==> config.mk <==
export PLATFORM = sky130hd
export DESIGN_NAME = playout_buffer_controller_core_flat
export DESIGN_NICKNAME = d
export VERILOG_FILES = /design/src/hw/rtl/pbc_pkg.sv /design/src/hw/rtl/pbc_if.sv /design/src/hw/rtl/pbc_cfg_regs.sv /design/src/hw/rtl/pbc_ctrl.sv /design/src/hw/rtl/playout_buffer_controller_core.sv /design/src/flat_wrapper.sv
export SDC_FILE = /design/constraint.sdc
export NUM_CORES = 2
export LEC_CHECK = 0
export ABC_AREA = 1
export BUFFER_PORTS_ARGS = -buffer_cell sky130_fd_sc_hd__buf_4
export CAP_MARGIN = 15
export CORE_MARGIN = 8
export CORE_UTILIZATION = 56
export CTS_CLUSTER_DIAMETER = 50
export DETAILED_ROUTE_END_ITERATION = 10
export PLACE_DENSITY_LB_ADDON = 0.25
export SLEW_MARGIN = 20
export SYNTH_ARGS = -nofsm -noshare
export SYNTH_HDL_FRONTEND = slang
export SYNTH_SLANG_ARGS = --single-unit
export TNS_END_PERCENT = 20
==> constraint.sdc <==
create_clock -name clk -period 4.96 [get_ports clk]
set_input_delay 0.496 -clock clk [delete_from_list [all_inputs] [get_ports clk]]
set_output_delay 0.496 -clock clk [all_outputs]
set_load 0.02 [all_outputs]
==> src/hw/rtl/pbc_pkg.sv <==
// ----------------------------------------------------------------------------
// Playout buffer controller package
// Shared widths, codes, reset values and item types of the playout controller.
// ----------------------------------------------------------------------------
package pbc_pkg;

  localparam int TS_W    = 32;
  localparam int CFG_W   = 16;
  localparam int STEPS_W = 6;
  localparam int RMS_W   = 16;

  localparam logic [TS_W-1:0]    LAST_SPAN_RST  = TS_W'(100);
  localparam logic [RMS_W-1:0]   RECACHE_MS_RST = RMS_W'(500);
  localparam logic [STEPS_W-1:0] STEPS_RST      = STEPS_W'(1);
  localparam logic [6:0]         STEP_MS        = 7'd100;

  localparam logic [CFG_W-1:0]   REDUNDANCY_RST = CFG_W'(200);
  localparam logic [CFG_W-1:0]   FAST_PLAY_RST  = CFG_W'(1500);
  localparam logic [CFG_W-1:0]   START_SPAN_RST = CFG_W'(1000);
  localparam logic [STEPS_W-1:0] MAX_STEPS_RST  = STEPS_W'(30);

  typedef enum logic [1:0] {
    KIND_TICK   = 2'd0,
    KIND_VIDEO  = 2'd1,
    KIND_AUDIO  = 2'd2,
    KIND_PLAYED = 2'd3
  } kind_t;

  typedef enum logic [1:0] {
    CFG_REDUNDANCY = 2'd0,
    CFG_FAST_PLAY  = 2'd1,
    CFG_START_SPAN = 2'd2,
    CFG_MAX_STEPS  = 2'd3
  } cfg_idx_t;

  typedef enum logic [2:0] {
    MODE_FAST    = 3'b001,
    MODE_NORMAL  = 3'b010,
    MODE_RECACHE = 3'b100
  } mode_t;

  localparam logic [1:0] PLAY_ST_FAST    = 2'd0;
  localparam logic [1:0] PLAY_ST_NORMAL  = 2'd1;
  localparam logic [1:0] PLAY_ST_RECACHE = 2'd2;

  typedef struct packed {
    logic [CFG_W-1:0]   redundancy_ms;
    logic [CFG_W-1:0]   fast_play_ms;
    logic [CFG_W-1:0]   start_span_ms;
    logic [STEPS_W-1:0] max_cache_steps;
  } cfg_t;

  typedef struct packed {
    logic [1:0]      kind;
    logic [TS_W-1:0] now_ms;
    logic [TS_W-1:0] packet_ts;
    logic            audio_present;
    logic [TS_W-1:0] audio_front_ts;
    logic [TS_W-1:0] audio_back_ts;
    logic            video_present;
    logic [TS_W-1:0] video_front_ts;
    logic [TS_W-1:0] video_back_ts;
  } in_item_t;

  typedef struct packed {
    logic            start_play;
    logic            pause_play;
    logic            release_video;
    logic [1:0]      play_state;
    logic            fast_audio;
    logic [TS_W-1:0] buffered_ms;
    logic [TS_W-1:0] play_position;
  } out_item_t;

  function automatic logic [1:0] mode_code(mode_t m);
    logic [1:0] code;
    unique case (m)
      MODE_FAST:   code = PLAY_ST_FAST;
      MODE_NORMAL: code = PLAY_ST_NORMAL;
      default:     code = PLAY_ST_RECACHE;
    endcase
    return code;
  endfunction

endpackage

==> src/hw/rtl/pbc_if.sv <==
// ----------------------------------------------------------------------------
// Playout buffer controller channels
// Valid/ready channels for event items and result items.
// ----------------------------------------------------------------------------
interface pbc_in_if;
  logic                     valid;
  logic                     ready;
  logic [1:0]               kind;
  logic [pbc_pkg::TS_W-1:0] now_ms;
  logic [pbc_pkg::TS_W-1:0] packet_ts;
  logic                     audio_present;
  logic [pbc_pkg::TS_W-1:0] audio_front_ts;
  logic [pbc_pkg::TS_W-1:0] audio_back_ts;
  logic                     video_present;
  logic [pbc_pkg::TS_W-1:0] video_front_ts;
  logic [pbc_pkg::TS_W-1:0] video_back_ts;

  modport source (output valid, kind, now_ms, packet_ts, audio_present, audio_front_ts,
                  audio_back_ts, video_present, video_front_ts, video_back_ts,
                  input ready);
  modport sink   (input valid, kind, now_ms, packet_ts, audio_present, audio_front_ts,
                  audio_back_ts, video_present, video_front_ts, video_back_ts,
                  output ready);
endinterface

interface pbc_out_if;
  logic                     valid;
  logic                     ready;
  logic                     start_play;
  logic                     pause_play;
  logic                     release_video;
  logic [1:0]               play_state;
  logic                     fast_audio;
  logic [pbc_pkg::TS_W-1:0] buffered_ms;
  logic [pbc_pkg::TS_W-1:0] play_position;

  modport source (output valid, start_play, pause_play, release_video, play_state,
                  fast_audio, buffered_ms, play_position, input ready);
  modport sink   (input valid, start_play, pause_play, release_video, play_state,
                  fast_audio, buffered_ms, play_position, output ready);
endinterface

==> src/hw/rtl/pbc_cfg_regs.sv <==
// ----------------------------------------------------------------------------
// Playout buffer controller configuration registers
// Write-only register file for thresholds and the re-cache step limit.
// ----------------------------------------------------------------------------
module pbc_cfg_regs (
  input  logic                 clk,
  input  logic                 rst_n,
  input  logic                 cfg_we,
  input  logic [1:0]           cfg_index,
  input  logic [pbc_pkg::CFG_W-1:0] cfg_wdata,
  output pbc_pkg::cfg_t        cfg_o
);
  import pbc_pkg::*;

  cfg_t cfg_r;

  always_ff @(posedge clk) begin
    if (!rst_n) begin
      cfg_r.redundancy_ms   <= REDUNDANCY_RST;
      cfg_r.fast_play_ms    <= FAST_PLAY_RST;
      cfg_r.start_span_ms   <= START_SPAN_RST;
      cfg_r.max_cache_steps <= MAX_STEPS_RST;
    end else if (cfg_we) begin
      unique case (cfg_idx_t'(cfg_index))
        CFG_REDUNDANCY: cfg_r.redundancy_ms   <= cfg_wdata;
        CFG_FAST_PLAY:  cfg_r.fast_play_ms    <= cfg_wdata;
        CFG_START_SPAN: cfg_r.start_span_ms   <= cfg_wdata;
        CFG_MAX_STEPS:  cfg_r.max_cache_steps <= cfg_wdata[STEPS_W-1:0];
        default:        cfg_r <= cfg_r;
      endcase
    end
  end

  assign cfg_o = cfg_r;

endmodule

==> src/hw/rtl/pbc_ctrl.sv <==
// ----------------------------------------------------------------------------
// Playout buffer controller state update
// Playout clock, fast start / normal / re-cache state and result of one item.
// ----------------------------------------------------------------------------
module pbc_ctrl (
  input  logic                clk,
  input  logic                rst_n,
  input  pbc_pkg::cfg_t       cfg_i,
  input  logic                fire_i,
  input  pbc_pkg::in_item_t   item_i,
  output pbc_pkg::out_item_t  res_o
);
  import pbc_pkg::*;

  mode_t              mode_r,          mode_nxt;
  logic               clk_started_r,   clk_started_nxt;
  logic [TS_W-1:0]    start_sys_r,     start_sys_nxt;
  logic [TS_W-1:0]    start_stream_r,  start_stream_nxt;
  logic [TS_W-1:0]    deadline_r,      deadline_nxt;
  logic [RMS_W-1:0]   recache_ms_r,    recache_ms_nxt;
  logic [STEPS_W-1:0] steps_r,         steps_nxt;
  logic               audio_seen_r,    audio_seen_nxt;
  logic               fast_on_r,       fast_on_nxt;
  logic               fast_armed_r,    fast_armed_nxt;
  logic [TS_W-1:0]    position_r,      position_nxt;
  logic [TS_W-1:0]    last_span_r,     last_span_nxt;

  logic [TS_W-1:0]    audio_span;
  logic [TS_W-1:0]    video_span;
  logic [TS_W-1:0]    elapsed;
  logic               use_video;
  logic [TS_W-1:0]    span;
  logic [TS_W-1:0]    due;
  logic [TS_W-1:0]    red_x1;
  logic [TS_W-1:0]    red_x2;
  logic [TS_W-1:0]    red_x4;
  logic [12:0]        step_prod;
  logic [6:0]         steps_dbl;
  logic [STEPS_W-1:0] steps_grow;
  logic [RMS_W-1:0]   thr;
  logic               start_p, pause_p, rel_p;

  assign audio_span = item_i.audio_back_ts - item_i.audio_front_ts;
  assign video_span = item_i.video_back_ts - item_i.video_front_ts;
  assign elapsed    = item_i.now_ms - start_sys_r;
  assign red_x1     = TS_W'(cfg_i.redundancy_ms);
  assign red_x2     = TS_W'({cfg_i.redundancy_ms, 1'b0});
  assign red_x4     = TS_W'({cfg_i.redundancy_ms, 2'b00});

  // Video span stands in for the buffer level until the first audio item arrives.
  assign use_video  = !(item_i.audio_present && (audio_span != '0)) && !audio_seen_r &&
                      item_i.video_present;
  assign span       = use_video ? video_span : (item_i.audio_present ? audio_span : '0);
  assign due        = use_video ? (start_stream_r + elapsed) : position_r;

  assign step_prod  = 13'(steps_r) * 13'(STEP_MS);
  assign steps_dbl  = (steps_r < cfg_i.max_cache_steps) ? {steps_r, 1'b0} : {1'b0, steps_r};
  assign steps_grow = (steps_dbl >= {1'b0, cfg_i.max_cache_steps}) ?
                      cfg_i.max_cache_steps : steps_dbl[STEPS_W-1:0];
  assign thr        = (recache_ms_r > cfg_i.redundancy_ms) ?
                      (recache_ms_r - cfg_i.redundancy_ms) : '0;

  always_comb begin
    mode_nxt         = mode_r;
    clk_started_nxt  = clk_started_r;
    start_sys_nxt    = start_sys_r;
    start_stream_nxt = start_stream_r;
    deadline_nxt     = deadline_r;
    recache_ms_nxt   = recache_ms_r;
    steps_nxt        = steps_r;
    audio_seen_nxt   = audio_seen_r;
    fast_on_nxt      = fast_on_r;
    fast_armed_nxt   = fast_armed_r;
    position_nxt     = position_r;
    last_span_nxt    = last_span_r;
    start_p          = 1'b0;
    pause_p          = 1'b0;
    rel_p            = 1'b0;

    unique case (kind_t'(item_i.kind))
      KIND_TICK: begin
        if (clk_started_r) begin
          unique case (mode_r)
            MODE_FAST: begin
              if (elapsed >= red_x1) begin
                if (item_i.audio_present) begin
                  if (audio_span > red_x1) begin
                    mode_nxt     = MODE_NORMAL;
                    position_nxt = item_i.audio_front_ts;
                    start_p      = 1'b1;
                  end
                end else if (elapsed >= red_x4 && item_i.video_present) begin
                  mode_nxt     = MODE_NORMAL;
                  position_nxt = item_i.video_front_ts;
                  start_p      = 1'b1;
                end
              end
            end
            MODE_NORMAL: begin
              rel_p = item_i.video_present && (item_i.video_front_ts <= due);
              if (span <= red_x1) begin
                pause_p        = 1'b1;
                mode_nxt       = MODE_RECACHE;
                recache_ms_nxt = RMS_W'(step_prod);
                steps_nxt      = steps_grow;
                deadline_nxt   = item_i.now_ms + TS_W'(RMS_W'(step_prod));
              end else if (span >= TS_W'(cfg_i.fast_play_ms)) begin
                if (fast_armed_r) begin
                  fast_on_nxt    = 1'b1;
                  fast_armed_nxt = 1'b0;
                end
              end else if (span <= red_x2) begin
                fast_armed_nxt = 1'b1;
                fast_on_nxt    = 1'b0;
              end
              last_span_nxt = span;
            end
            default: begin
              if (deadline_r <= item_i.now_ms) begin
                if (span >= TS_W'(thr)) begin
                  mode_nxt = MODE_NORMAL;
                  if (steps_r >= cfg_i.max_cache_steps) begin
                    steps_nxt = steps_r >> 1;
                  end
                  start_p = 1'b1;
                end else begin
                  deadline_nxt = item_i.now_ms + TS_W'(recache_ms_r);
                end
                // Without audio the clock origin slides by the time spent re-caching.
                if (!audio_seen_r) begin
                  start_sys_nxt = start_sys_r + TS_W'(recache_ms_r);
                end
                last_span_nxt = span;
              end
            end
          endcase
        end
      end
      KIND_VIDEO: begin
        if (!clk_started_r) begin
          clk_started_nxt  = 1'b1;
          start_sys_nxt    = item_i.now_ms;
          start_stream_nxt = item_i.packet_ts;
        end
      end
      KIND_AUDIO: begin
        audio_seen_nxt = 1'b1;
        if (!clk_started_r && (audio_span >= TS_W'(cfg_i.start_span_ms))) begin
          clk_started_nxt  = 1'b1;
          start_sys_nxt    = item_i.now_ms;
          start_stream_nxt = item_i.packet_ts;
        end
      end
      default: begin
        position_nxt = item_i.packet_ts;
      end
    endcase
  end

  always_ff @(posedge clk) begin
    if (!rst_n) begin
      mode_r         <= MODE_FAST;
      clk_started_r  <= 1'b0;
      start_sys_r    <= '0;
      start_stream_r <= '0;
      deadline_r     <= '0;
      recache_ms_r   <= RECACHE_MS_RST;
      steps_r        <= STEPS_RST;
      audio_seen_r   <= 1'b0;
      fast_on_r      <= 1'b0;
      fast_armed_r   <= 1'b1;
      position_r     <= '0;
      last_span_r    <= LAST_SPAN_RST;
    end else if (fire_i) begin
      mode_r         <= mode_nxt;
      clk_started_r  <= clk_started_nxt;
      start_sys_r    <= start_sys_nxt;
      start_stream_r <= start_stream_nxt;
      deadline_r     <= deadline_nxt;
      recache_ms_r   <= recache_ms_nxt;
      steps_r        <= steps_nxt;
      audio_seen_r   <= audio_seen_nxt;
      fast_on_r      <= fast_on_nxt;
      fast_armed_r   <= fast_armed_nxt;
      position_r     <= position_nxt;
      last_span_r    <= last_span_nxt;
    end
  end

  always_comb begin
    res_o.start_play    = start_p;
    res_o.pause_play    = pause_p;
    res_o.release_video = rel_p;
    res_o.play_state    = mode_code(mode_nxt);
    res_o.fast_audio    = fast_on_nxt;
    res_o.buffered_ms   = last_span_nxt;
    res_o.play_position = position_nxt;
  end

  a_pause_enters_recache: assert property (@(posedge clk) disable iff (!rst_n)
    fire_i && pause_p |=> mode_r == MODE_RECACHE)
    else $error("pause did not enter re-cache");

  a_start_enters_normal: assert property (@(posedge clk) disable iff (!rst_n)
    fire_i && start_p |=> mode_r == MODE_NORMAL)
    else $error("start did not enter normal state");

  a_clock_stays_started: assert property (@(posedge clk) disable iff (!rst_n)
    clk_started_r |=> clk_started_r)
    else $error("playout clock stopped");

  a_playing_needs_clock: assert property (@(posedge clk) disable iff (!rst_n)
    mode_r != MODE_FAST |-> clk_started_r)
    else $error("left fast start without a running clock");

endmodule

==> src/hw/rtl/playout_buffer_controller_core.sv <==
// ----------------------------------------------------------------------------
// Playout buffer controller
// Jitter buffer playout control: clock start, pause/resume and fast audio.
// ----------------------------------------------------------------------------
// Path: an item waits in the input register and its result in the output register.
// Throughput: one item per cycle while out.ready holds; one pass of update logic.
// Back pressure: the input register drains into the output register whenever that
// register is empty or being read, so in.ready stays high under a steady stream.
// Reset (synchronous, rst_n low): fast start state, clock stopped, registers at
// their defaults; no clearing pass is needed.
module playout_buffer_controller_core (
  input  logic                      clk,
  input  logic                      rst_n,
  input  logic                      cfg_we,
  input  logic [1:0]                cfg_index,
  input  logic [pbc_pkg::CFG_W-1:0] cfg_wdata,
  pbc_in_if.sink                    in_item,
  pbc_out_if.source                 out_item
);
  import pbc_pkg::*;

  cfg_t      cfg;
  logic      in_vld_r;
  in_item_t  in_data_r;
  logic      out_vld_r;
  out_item_t out_data_r;
  logic      fire;
  out_item_t res;

  pbc_cfg_regs u_cfg (
    .clk       (clk),
    .rst_n     (rst_n),
    .cfg_we    (cfg_we),
    .cfg_index (cfg_index),
    .cfg_wdata (cfg_wdata),
    .cfg_o     (cfg)
  );

  assign fire          = in_vld_r && (!out_vld_r || out_item.ready);
  assign in_item.ready = !in_vld_r || fire;

  always_ff @(posedge clk) begin
    if (!rst_n) begin
      in_vld_r <= 1'b0;
    end else if (in_item.ready) begin
      in_vld_r <= in_item.valid;
    end
  end

  always_ff @(posedge clk) begin
    if (in_item.valid && in_item.ready) begin
      in_data_r.kind           <= in_item.kind;
      in_data_r.now_ms         <= in_item.now_ms;
      in_data_r.packet_ts      <= in_item.packet_ts;
      in_data_r.audio_present  <= in_item.audio_present;
      in_data_r.audio_front_ts <= in_item.audio_front_ts;
      in_data_r.audio_back_ts  <= in_item.audio_back_ts;
      in_data_r.video_present  <= in_item.video_present;
      in_data_r.video_front_ts <= in_item.video_front_ts;
      in_data_r.video_back_ts  <= in_item.video_back_ts;
    end
  end

  pbc_ctrl u_ctrl (
    .clk    (clk),
    .rst_n  (rst_n),
    .cfg_i  (cfg),
    .fire_i (fire),
    .item_i (in_data_r),
    .res_o  (res)
  );

  always_ff @(posedge clk) begin
    if (!rst_n) begin
      out_vld_r <= 1'b0;
    end else if (fire) begin
      out_vld_r <= 1'b1;
    end else if (out_item.ready) begin
      out_vld_r <= 1'b0;
    end
  end

  always_ff @(posedge clk) begin
    if (fire) begin
      out_data_r <= res;
    end
  end

  assign out_item.valid         = out_vld_r;
  assign out_item.start_play    = out_data_r.start_play;
  assign out_item.pause_play    = out_data_r.pause_play;
  assign out_item.release_video = out_data_r.release_video;
  assign out_item.play_state    = out_data_r.play_state;
  assign out_item.fast_audio    = out_data_r.fast_audio;
  assign out_item.buffered_ms   = out_data_r.buffered_ms;
  assign out_item.play_position = out_data_r.play_position;

endmodule

==> src/flat_wrapper.sv <==
// flat-port wrapper written by rule: the top's interface ports become plain ports
module playout_buffer_controller_core_flat import pbc_pkg::*;
  (clk, rst_n, cfg_we, cfg_index, cfg_wdata, in_item_valid, in_item_kind, in_item_now_ms, in_item_packet_ts, in_item_audio_present, in_item_audio_front_ts, in_item_audio_back_ts, in_item_video_present, in_item_video_front_ts, in_item_video_back_ts, in_item_ready, out_item_valid, out_item_start_play, out_item_pause_play, out_item_release_video, out_item_play_state, out_item_fast_audio, out_item_buffered_ms, out_item_play_position, out_item_ready);
  pbc_in_if in_item_i ();
  pbc_out_if out_item_i ();
  input  logic clk;
  input  logic rst_n;
  input  logic cfg_we;
  input  logic [1:0] cfg_index;
  input  logic [pbc_pkg::CFG_W-1:0] cfg_wdata;
  input wire logic [$bits(in_item_i.valid)-1:0] in_item_valid;
  input wire logic [$bits(in_item_i.kind)-1:0] in_item_kind;
  input wire logic [$bits(in_item_i.now_ms)-1:0] in_item_now_ms;
  input wire logic [$bits(in_item_i.packet_ts)-1:0] in_item_packet_ts;
  input wire logic [$bits(in_item_i.audio_present)-1:0] in_item_audio_present;
  input wire logic [$bits(in_item_i.audio_front_ts)-1:0] in_item_audio_front_ts;
  input wire logic [$bits(in_item_i.audio_back_ts)-1:0] in_item_audio_back_ts;
  input wire logic [$bits(in_item_i.video_present)-1:0] in_item_video_present;
  input wire logic [$bits(in_item_i.video_front_ts)-1:0] in_item_video_front_ts;
  input wire logic [$bits(in_item_i.video_back_ts)-1:0] in_item_video_back_ts;
  output wire logic [$bits(in_item_i.ready)-1:0] in_item_ready;
  output wire logic [$bits(out_item_i.valid)-1:0] out_item_valid;
  output wire logic [$bits(out_item_i.start_play)-1:0] out_item_start_play;
  output wire logic [$bits(out_item_i.pause_play)-1:0] out_item_pause_play;
  output wire logic [$bits(out_item_i.release_video)-1:0] out_item_release_video;
  output wire logic [$bits(out_item_i.play_state)-1:0] out_item_play_state;
  output wire logic [$bits(out_item_i.fast_audio)-1:0] out_item_fast_audio;
  output wire logic [$bits(out_item_i.buffered_ms)-1:0] out_item_buffered_ms;
  output wire logic [$bits(out_item_i.play_position)-1:0] out_item_play_position;
  input wire logic [$bits(out_item_i.ready)-1:0] out_item_ready;
  assign in_item_i.valid = in_item_valid;
  assign in_item_i.kind = in_item_kind;
  assign in_item_i.now_ms = in_item_now_ms;
  assign in_item_i.packet_ts = in_item_packet_ts;
  assign in_item_i.audio_present = in_item_audio_present;
  assign in_item_i.audio_front_ts = in_item_audio_front_ts;
  assign in_item_i.audio_back_ts = in_item_audio_back_ts;
  assign in_item_i.video_present = in_item_video_present;
  assign in_item_i.video_front_ts = in_item_video_front_ts;
  assign in_item_i.video_back_ts = in_item_video_back_ts;
  assign in_item_ready = in_item_i.ready;
  assign out_item_valid = out_item_i.valid;
  assign out_item_start_play = out_item_i.start_play;
  assign out_item_pause_play = out_item_i.pause_play;
  assign out_item_release_video = out_item_i.release_video;
  assign out_item_play_state = out_item_i.play_state;
  assign out_item_fast_audio = out_item_i.fast_audio;
  assign out_item_buffered_ms = out_item_i.buffered_ms;
  assign out_item_play_position = out_item_i.play_position;
  assign out_item_i.ready = out_item_ready;
  playout_buffer_controller_core u_core (.clk(clk), .rst_n(rst_n), .cfg_we(cfg_we), .cfg_index(cfg_index), .cfg_wdata(cfg_wdata), .in_item(in_item_i), .out_item(out_item_i));
endmodule
== After elaboration in Yosys (flattened, before gate mapping) ==
Index checks and enable logic that the tools add are counted.

* Add/subtract/negate cells: 8
* $mul: 1
* Order comparisons: 14
* Equal/unequal tests: 17
* Mux-type cells: 68
* Bitwise operators: 2
* Reduce and logical (&&, ||, !) cells: 41

{| class="wikitable"
|+ Operators by type and width
! operator !! count
|-
| 2-to-1 mux 32 bit || 23
|-
| case mux 32 bit (2 select lines) || 4
|-
| >= comparator 32 x 16 -> 1 bit || 4
|-
| adder 32 x 13 -> 32 bit || 3
|-
| case mux 32 bit (3 select lines) || 1
|-
| subtractor 32 bit || 3
|-
| <= comparator 32 bit || 2
|-
| adder 32 bit || 1
|-
| >= comparator 32 x 18 -> 1 bit || 1
|-
| greater-than comparator 32 x 16 -> 1 bit || 1
|-
| <= comparator 32 x 16 -> 1 bit || 1
|-
| <= comparator 32 x 17 -> 1 bit || 1
|-
| nonzero test 32 bit || 1
|-
| 2-to-1 mux 6 bit || 5
|-
| 2-to-1 mux 3 bit || 9
|-
| 2-to-1 mux 1 bit || 19
|-
| greater-than comparator 13 x 16 -> 1 bit || 1
|-
| 2-to-1 mux 16 bit || 1
|-
| AND reduction 8 bit || 2
|-
| subtractor 13 x 16 -> 16 bit || 1
|-
| != test 2 bit (second input constant) || 7
|-
| case mux 6 bit (2 select lines) || 1
|-
| AND reduction 2 bit || 6
|-
| nonzero test 2 bit || 6
|-
| other kinds (25) || 47
|}

* Bits in registers: 506
* Output and inout bits: 72

== Longest topological paths before layout ==
* Depth after elaboration: 15
* Gate-level depth with buffers: 50
* Gate-level depth less buffers: 48

== Modules after synthesis ==
From an unflattened synthesis, not the netlist that was laid out.

* Cell total of the unflattened synthesis: 4,860
* Area, all modules: 36,099.6 sq um

{| class="wikitable"
|+ By module, submodules not included
! module !! times used !! cells each !! area an instance (sq um) !! sequential area each (sq um)
|-
| pbc_ctrl || 1 || 4,269 || 25,861.1 || 3,683.5
|-
| playout_buffer_controller_core || 1 || 279 || 8,082.8 || 8,027.7
|-
| pbc_cfg_regs || 1 || 312 || 2,155.8 || 1,081.0
|}

== Worst setup path before layout ==
Ideal clock, no wire load.

* Kind: input-to-reg
* Start: input out_item_ready
* End: register u_core.in_data_r[0] in the netlist's numbering, enable pin
* Library setup time: 548 ps
* Data arrival time: 4,641 ps
* Setup slack: -229 ps
* Cell stages on the path: 4
* Path buffers: 0
* Cell sequence: inv_1 nand3_1 nand2_1 inv_1

* Cells in the longest elaborated chain, start to end: 4

{| class="wikitable"
|+ RTL lines
! what !! RTL line !! source
|-
| start, declared || flat_wrapper.sv:30 || <nowiki>input wire logic [$bits(out_item_i.ready)-1:0] out_item_ready;</nowiki>
|-
| logical OR 1 bit || playout_buffer_controller_core.sv:39 || <nowiki>assign fire = in_vld_r && (!out_vld_r || out_item.ready);</nowiki>
|-
| logical AND 1 bit || playout_buffer_controller_core.sv:39 ||
|-
| logical OR 1 bit || playout_buffer_controller_core.sv:40 || <nowiki>assign in_item.ready = !in_vld_r || fire;</nowiki>
|-
| named net in_item_ready || flat_wrapper.sv:21 || <nowiki>output wire logic [$bits(in_item_i.ready)-1:0] in_item_ready;</nowiki>
|-
| logical AND 1 bit || playout_buffer_controller_core.sv:51 || <nowiki>if (in_item.valid && in_item.ready) begin</nowiki>
|-
| end, declared || playout_buffer_controller_core.sv:24 || <nowiki>in_item_t in_data_r;</nowiki>
|}

The timed path passes the listed nets, and every way through them passes these cells.
A chain may end at the register's enable or synchronous reset.

== Worst setup path after layout ==
* Start: register u_core.in_data_r[101] in the netlist's numbering
* End: register u_core.u_ctrl.deadline_r[7]

* Cells in the longest elaborated chain, start to end: 10

{| class="wikitable"
|+ RTL lines
! what !! RTL line !! source
|-
| subtractor 32 bit * || pbc_ctrl.sv:43 || <nowiki>assign audio_span = item_i.audio_back_ts - item_i.audio_front_ts;</nowiki>
|-
| nonzero test 32 bit || pbc_ctrl.sv:51 || <nowiki>assign use_video = !(item_i.audio_present && (audio_span != '0)) && !audio_seen_r &&</nowiki>
|-
| logical AND 1 bit || pbc_ctrl.sv:51 ||
|-
| zero test 1 bit || pbc_ctrl.sv:51 ||
|-
| logical AND 1 bit (2 in series) || pbc_ctrl.sv:51 ||
|-
| 2-to-1 mux 32 bit * || pbc_ctrl.sv:53 || <nowiki>assign span = use_video ? video_span : (item_i.audio_present ? audio_span : '0);</nowiki>
|-
| >= comparator 32 x 16 -> 1 bit / <= comparator 32 x 16 -> 1 bit (equally long branches) || pbc_ctrl.sv:120, pbc_ctrl.sv:101 ||
|-
| != test 2 x 1 -> 1 bit (no source line) / != test 2 bit (equally long branches) || n/a ||
|-
| AND reduction 7 bit (no source line) * || n/a ||
|-
| end signal, assigned || pbc_ctrl.sv:179 || <nowiki>deadline_r <= deadline_nxt;</nowiki>
|-
| end, declared || pbc_ctrl.sv:19 || <nowiki>logic [TS_W-1:0] deadline_r, deadline_nxt;</nowiki>
|}

Mark *: on every way between the ends. The rest lies on a longest branch, timed or not.

==> qor.txt <==
first-pass GRT wire length - 191000 um
WL/cell - 20.2 um
simple-gate share of the synthesized area - 0.201
slowest stage delay, CP - 460 ps
fmax - 186 MHz
Slew Viols, Final - 0
R2R setup slack - -410 ps
worst-case headroom to the max-slew limit - 0.409
hold_buf cts - 0
worst setup path category - register to register
Antenna diodes - 0
CP dominant cell by count - nand2_1
Synth Warn # - 0
Final WS setup - -405 ps
area grow syn2layout - 30.8%
Max H-tree Level - 3
Port-buffer cells - 290
First DRT Iteration DRCs - 4092
Worst Hold Path EP - u_core.in_data_r[48]
Vias/cell - 5.80
startpoint types - register
CP max-delay cell - edfxtp_1
Nets - 6127
layout cells sized above 1 - 0.242
maxcap violations - 0
sequential area share after synthesis - 0.358
Hold WS - 50.1 ps
Die Area - 72200 um2
worst slew pin tran - 882 ps
IO Pins - 291
largest family of logic cells by synthesized area - simple AND/OR/NAND/NOR gates
failing checks - setup timing
Root Driver - clkbuf_16
Hold Path Cell Cnt - 1
crit path max fanout - 5
cells after synthesis - 4780
Post-synth EDFFs - 266
#FFs+latches synth - 506
LEAKAGE - 22.1 nW
DRT antenna net count - 0
Max VDD drop - 0.000252 V
Vias - 37163
Top FF cell, synth - edfxtp_1
Mean Syn Cell Area - 7.48 um2
drt pass-1 iters - 6
CTS Sinks - 506
Synth Area in Adders - 0.140
Clk Latency, worst-skew pair - 620 ps
# DRC - 0
# rows - 92
fin crit share - 1.08
Design Power - 14.2 mW
outcome - finished with violations
Post-synth ARST share - 0
R2R Path End - u_core.u_ctrl.deadline_r[7]
CTS tree - yes
die width - 269 um
R2R cell count - 44
Power Dens Cells - 303 nW/um2
multiplexer share of the synthesized area - 0
cell area after layout - 46700 um2
vias in the first global route - 34677
Syn Std Cell Area - 35700 um2
min cycle time layout - 5370 ps
Post-DP HPWL - 94600 um
total length of routed wires - 129000 um
Vert. Die Dim - 269 um
Worst Path Arrival - 5910 ps
grt ovf - 0
starting density of the core - 0.567
unrepaired setup endpoints after global routing - yes
Hold Startpoint - in_item_video_front_ts[16]
Final setup viols - 150
final hold vios - 0
Hold Path Class - input pin to register
Final Skew - 32.5 ps
XOR/XNOR Fraction of Synth Area - 0.0306
initial antenna violation count - 1
critical path required time - 5500 ps
placed cell areas - 41700 um2
CTS Buffer Depth - 3
gpl congestion - 0.988
largest net degree at the start of global routing - 126
clock-pin slew on the worst setup and hold paths - 60 ps
Synth Area in Compound Gates - 0.179
Cell variety after synth - 54
core area - 63100 um2
GRT Total Usage - 0.337
clock buffer count from CTS - 68
Critical R2R Launch - u_core.in_data_r[101]
Critical Path End Type - register
==> how the worst max path moves through the flow <==
stage	slack, ps	startpoint	to	depth (start not counted)
2_1_floorplan	-20	u_core.in_data_r[97]	u_core.u_ctrl.deadline_r[16]	43
3_3_place_gp	-340	u_core.in_data_r[162]	u_core.out_item.release_video	27
6_report	-410	u_core.in_data_r[101]	u_core.u_ctrl.deadline_r[7]	44
5_1_grt	-660	u_core.in_data_r[101]	u_core.u_ctrl.deadline_r[12]	43
4_1_cts	-120	u_core.in_data_r[162]	u_core.out_item.release_video	29
3_5_place_dp	-510	u_core.in_data_r[162]	u_core.out_item.release_video	30
==> state kept, by name (all words and copies together), names as in the netlist, 2 cells and up <==
name / count
u_core.in_data_r: 196
u_core.out_item.buffered_ms: 32
u_core.out_item.play_position: 32
u_core.out_item.play_state: 2
u_core.u_cfg.cfg_o: 54
u_core.u_ctrl.deadline_r: 32
u_core.u_ctrl.last_span_r: 32
u_core.u_ctrl.mode_r: 3
u_core.u_ctrl.position_r: 32
u_core.u_ctrl.recache_ms_r: 11
u_core.u_ctrl.start_stream_r: 32
u_core.u_ctrl.start_sys_r: 32
u_core.u_ctrl.steps_r: 6
==> Yosys cell counts (all sizes together), types with 2 or more instances <==
cell type	count	area, um2
a211oi	15	113
a21boi	9	67.6
a21o	13	97.6
a21oi	515	2590
a221oi	16	140
a22o	2	17.5
a22oi	28	210
a31o	2	17.5
a31oi	19	119
and2	7	43.8
buf	27	146
clkbuf	121	454
clkinv	5	18.8
dfxtp	240	4800
edfxtp	266	7990
fa	7	140
ha	390	4880
inv	708	2660
nand2	1035	3910
nand3	210	1080
nand3b	15	113
nand4	43	269
nor2	300	1160
nor3	85	430
nor4	13	81.3
o2111ai	7	61.3
o211ai	33	248
o21a	5	37.5
o21ai	451	2260
o21bai	26	199
o221ai	14	123
o22ai	10	62.6
or2	12	75.1
or3	2	12.5
xnor2	31	272
xor2	93	822
==> cells in the final DEF (no fill, tap or decap), types with 26 or more instances in the layout <==
master     count
a21oi_1      452
a21oi_2       53
a22oi_1       26
buf_4        777
clkbuf_16     72
dfxtp_1      240
edfxtp_1     266
ha_1         340
ha_4          47
inv_1        647
inv_2         59
nand2_1      938
nand2_2       75
nand3_1      181
nand4_1       43
nor2_1       270
nor3_1        73
o211ai_1      33
o21ai_0      389
o21ai_1       34
xnor2_1       27
xor2_1        77
==> routing by layer <==
layer | global-route usage | up-vias | routed length (um)
li1 | - | 17553 | -
met1 | 0.445 | 17140 | 51200
met2 | 0.539 | 2018 | 57800
met3 | 0.0519 | 452 | 12700
met4 | 0.166 | 0 | 7510
met5 | 0 | - | 0
==> area by class of cell <==
type / count / area, um2
Tap cell: 846 / 1060
Clock inverter: 36 / 404
Clock buffer: 87 / 1870
Sequential cell: 506 / 12800
Timing Repair Buffer: 807 / 6280
Multi-Input combinational cell: 3415 / 21600
Inverter: 713 / 2690
Fill cell: 4771 / 16300
==> logic make-up after synthesis <==
group / count (synthesis)
AO/OA/AOI/OAI: 1167
XOR/XNOR: 124
adder cells (fa/ha/maj): 397
buffers and inverters: 861
flip-flops: 506
other: 1
AND/OR/NAND/NOR: 1724
==> critical path: cells and delay by family, from the launching register on <==
family | cells | cell delay, ps
AO/OA/AOI/OAI | 7 | 850
AND/OR/NAND/NOR | 29 | 2850
buffers and inverters | 6 | 690
flip-flops | 1 | 460
adder cells (fa/ha/maj) | 2 | 430
==> power breakdown <==
group	internal, mW	total [mW]	switching (mW)
logic	1.83	4.37	2.54
registers	4.66	4.85	0.189
clock network	2.94	4.97	2.03
total	9.43	14.2	4.76
==> through the flow <==
stage	util	TNS [ps]	std cells	setup WS, ps
2_1_floorplan	-	-184	4782	-21.1
3_3_place_gp	0.661	-12580	6198	-341
3_5_place_dp	0.661	-17190	6198	-509
4_1_cts	0.717	-1180	6369	-125
5_1_grt	0.741	-59680	6410	-665
6_report	0.741	-23560	6410	-405
==> timing repair <==
action | 4_1_cts | 5_1_grt
buffers inserted | 45 | 40
setup endpoints to repair | 59 | 177
resized for setup | 192 | 294
cloned | 3 | 4
pin swaps | 44 | 110
No activity file was read; power rests on OpenSTA's default activity.
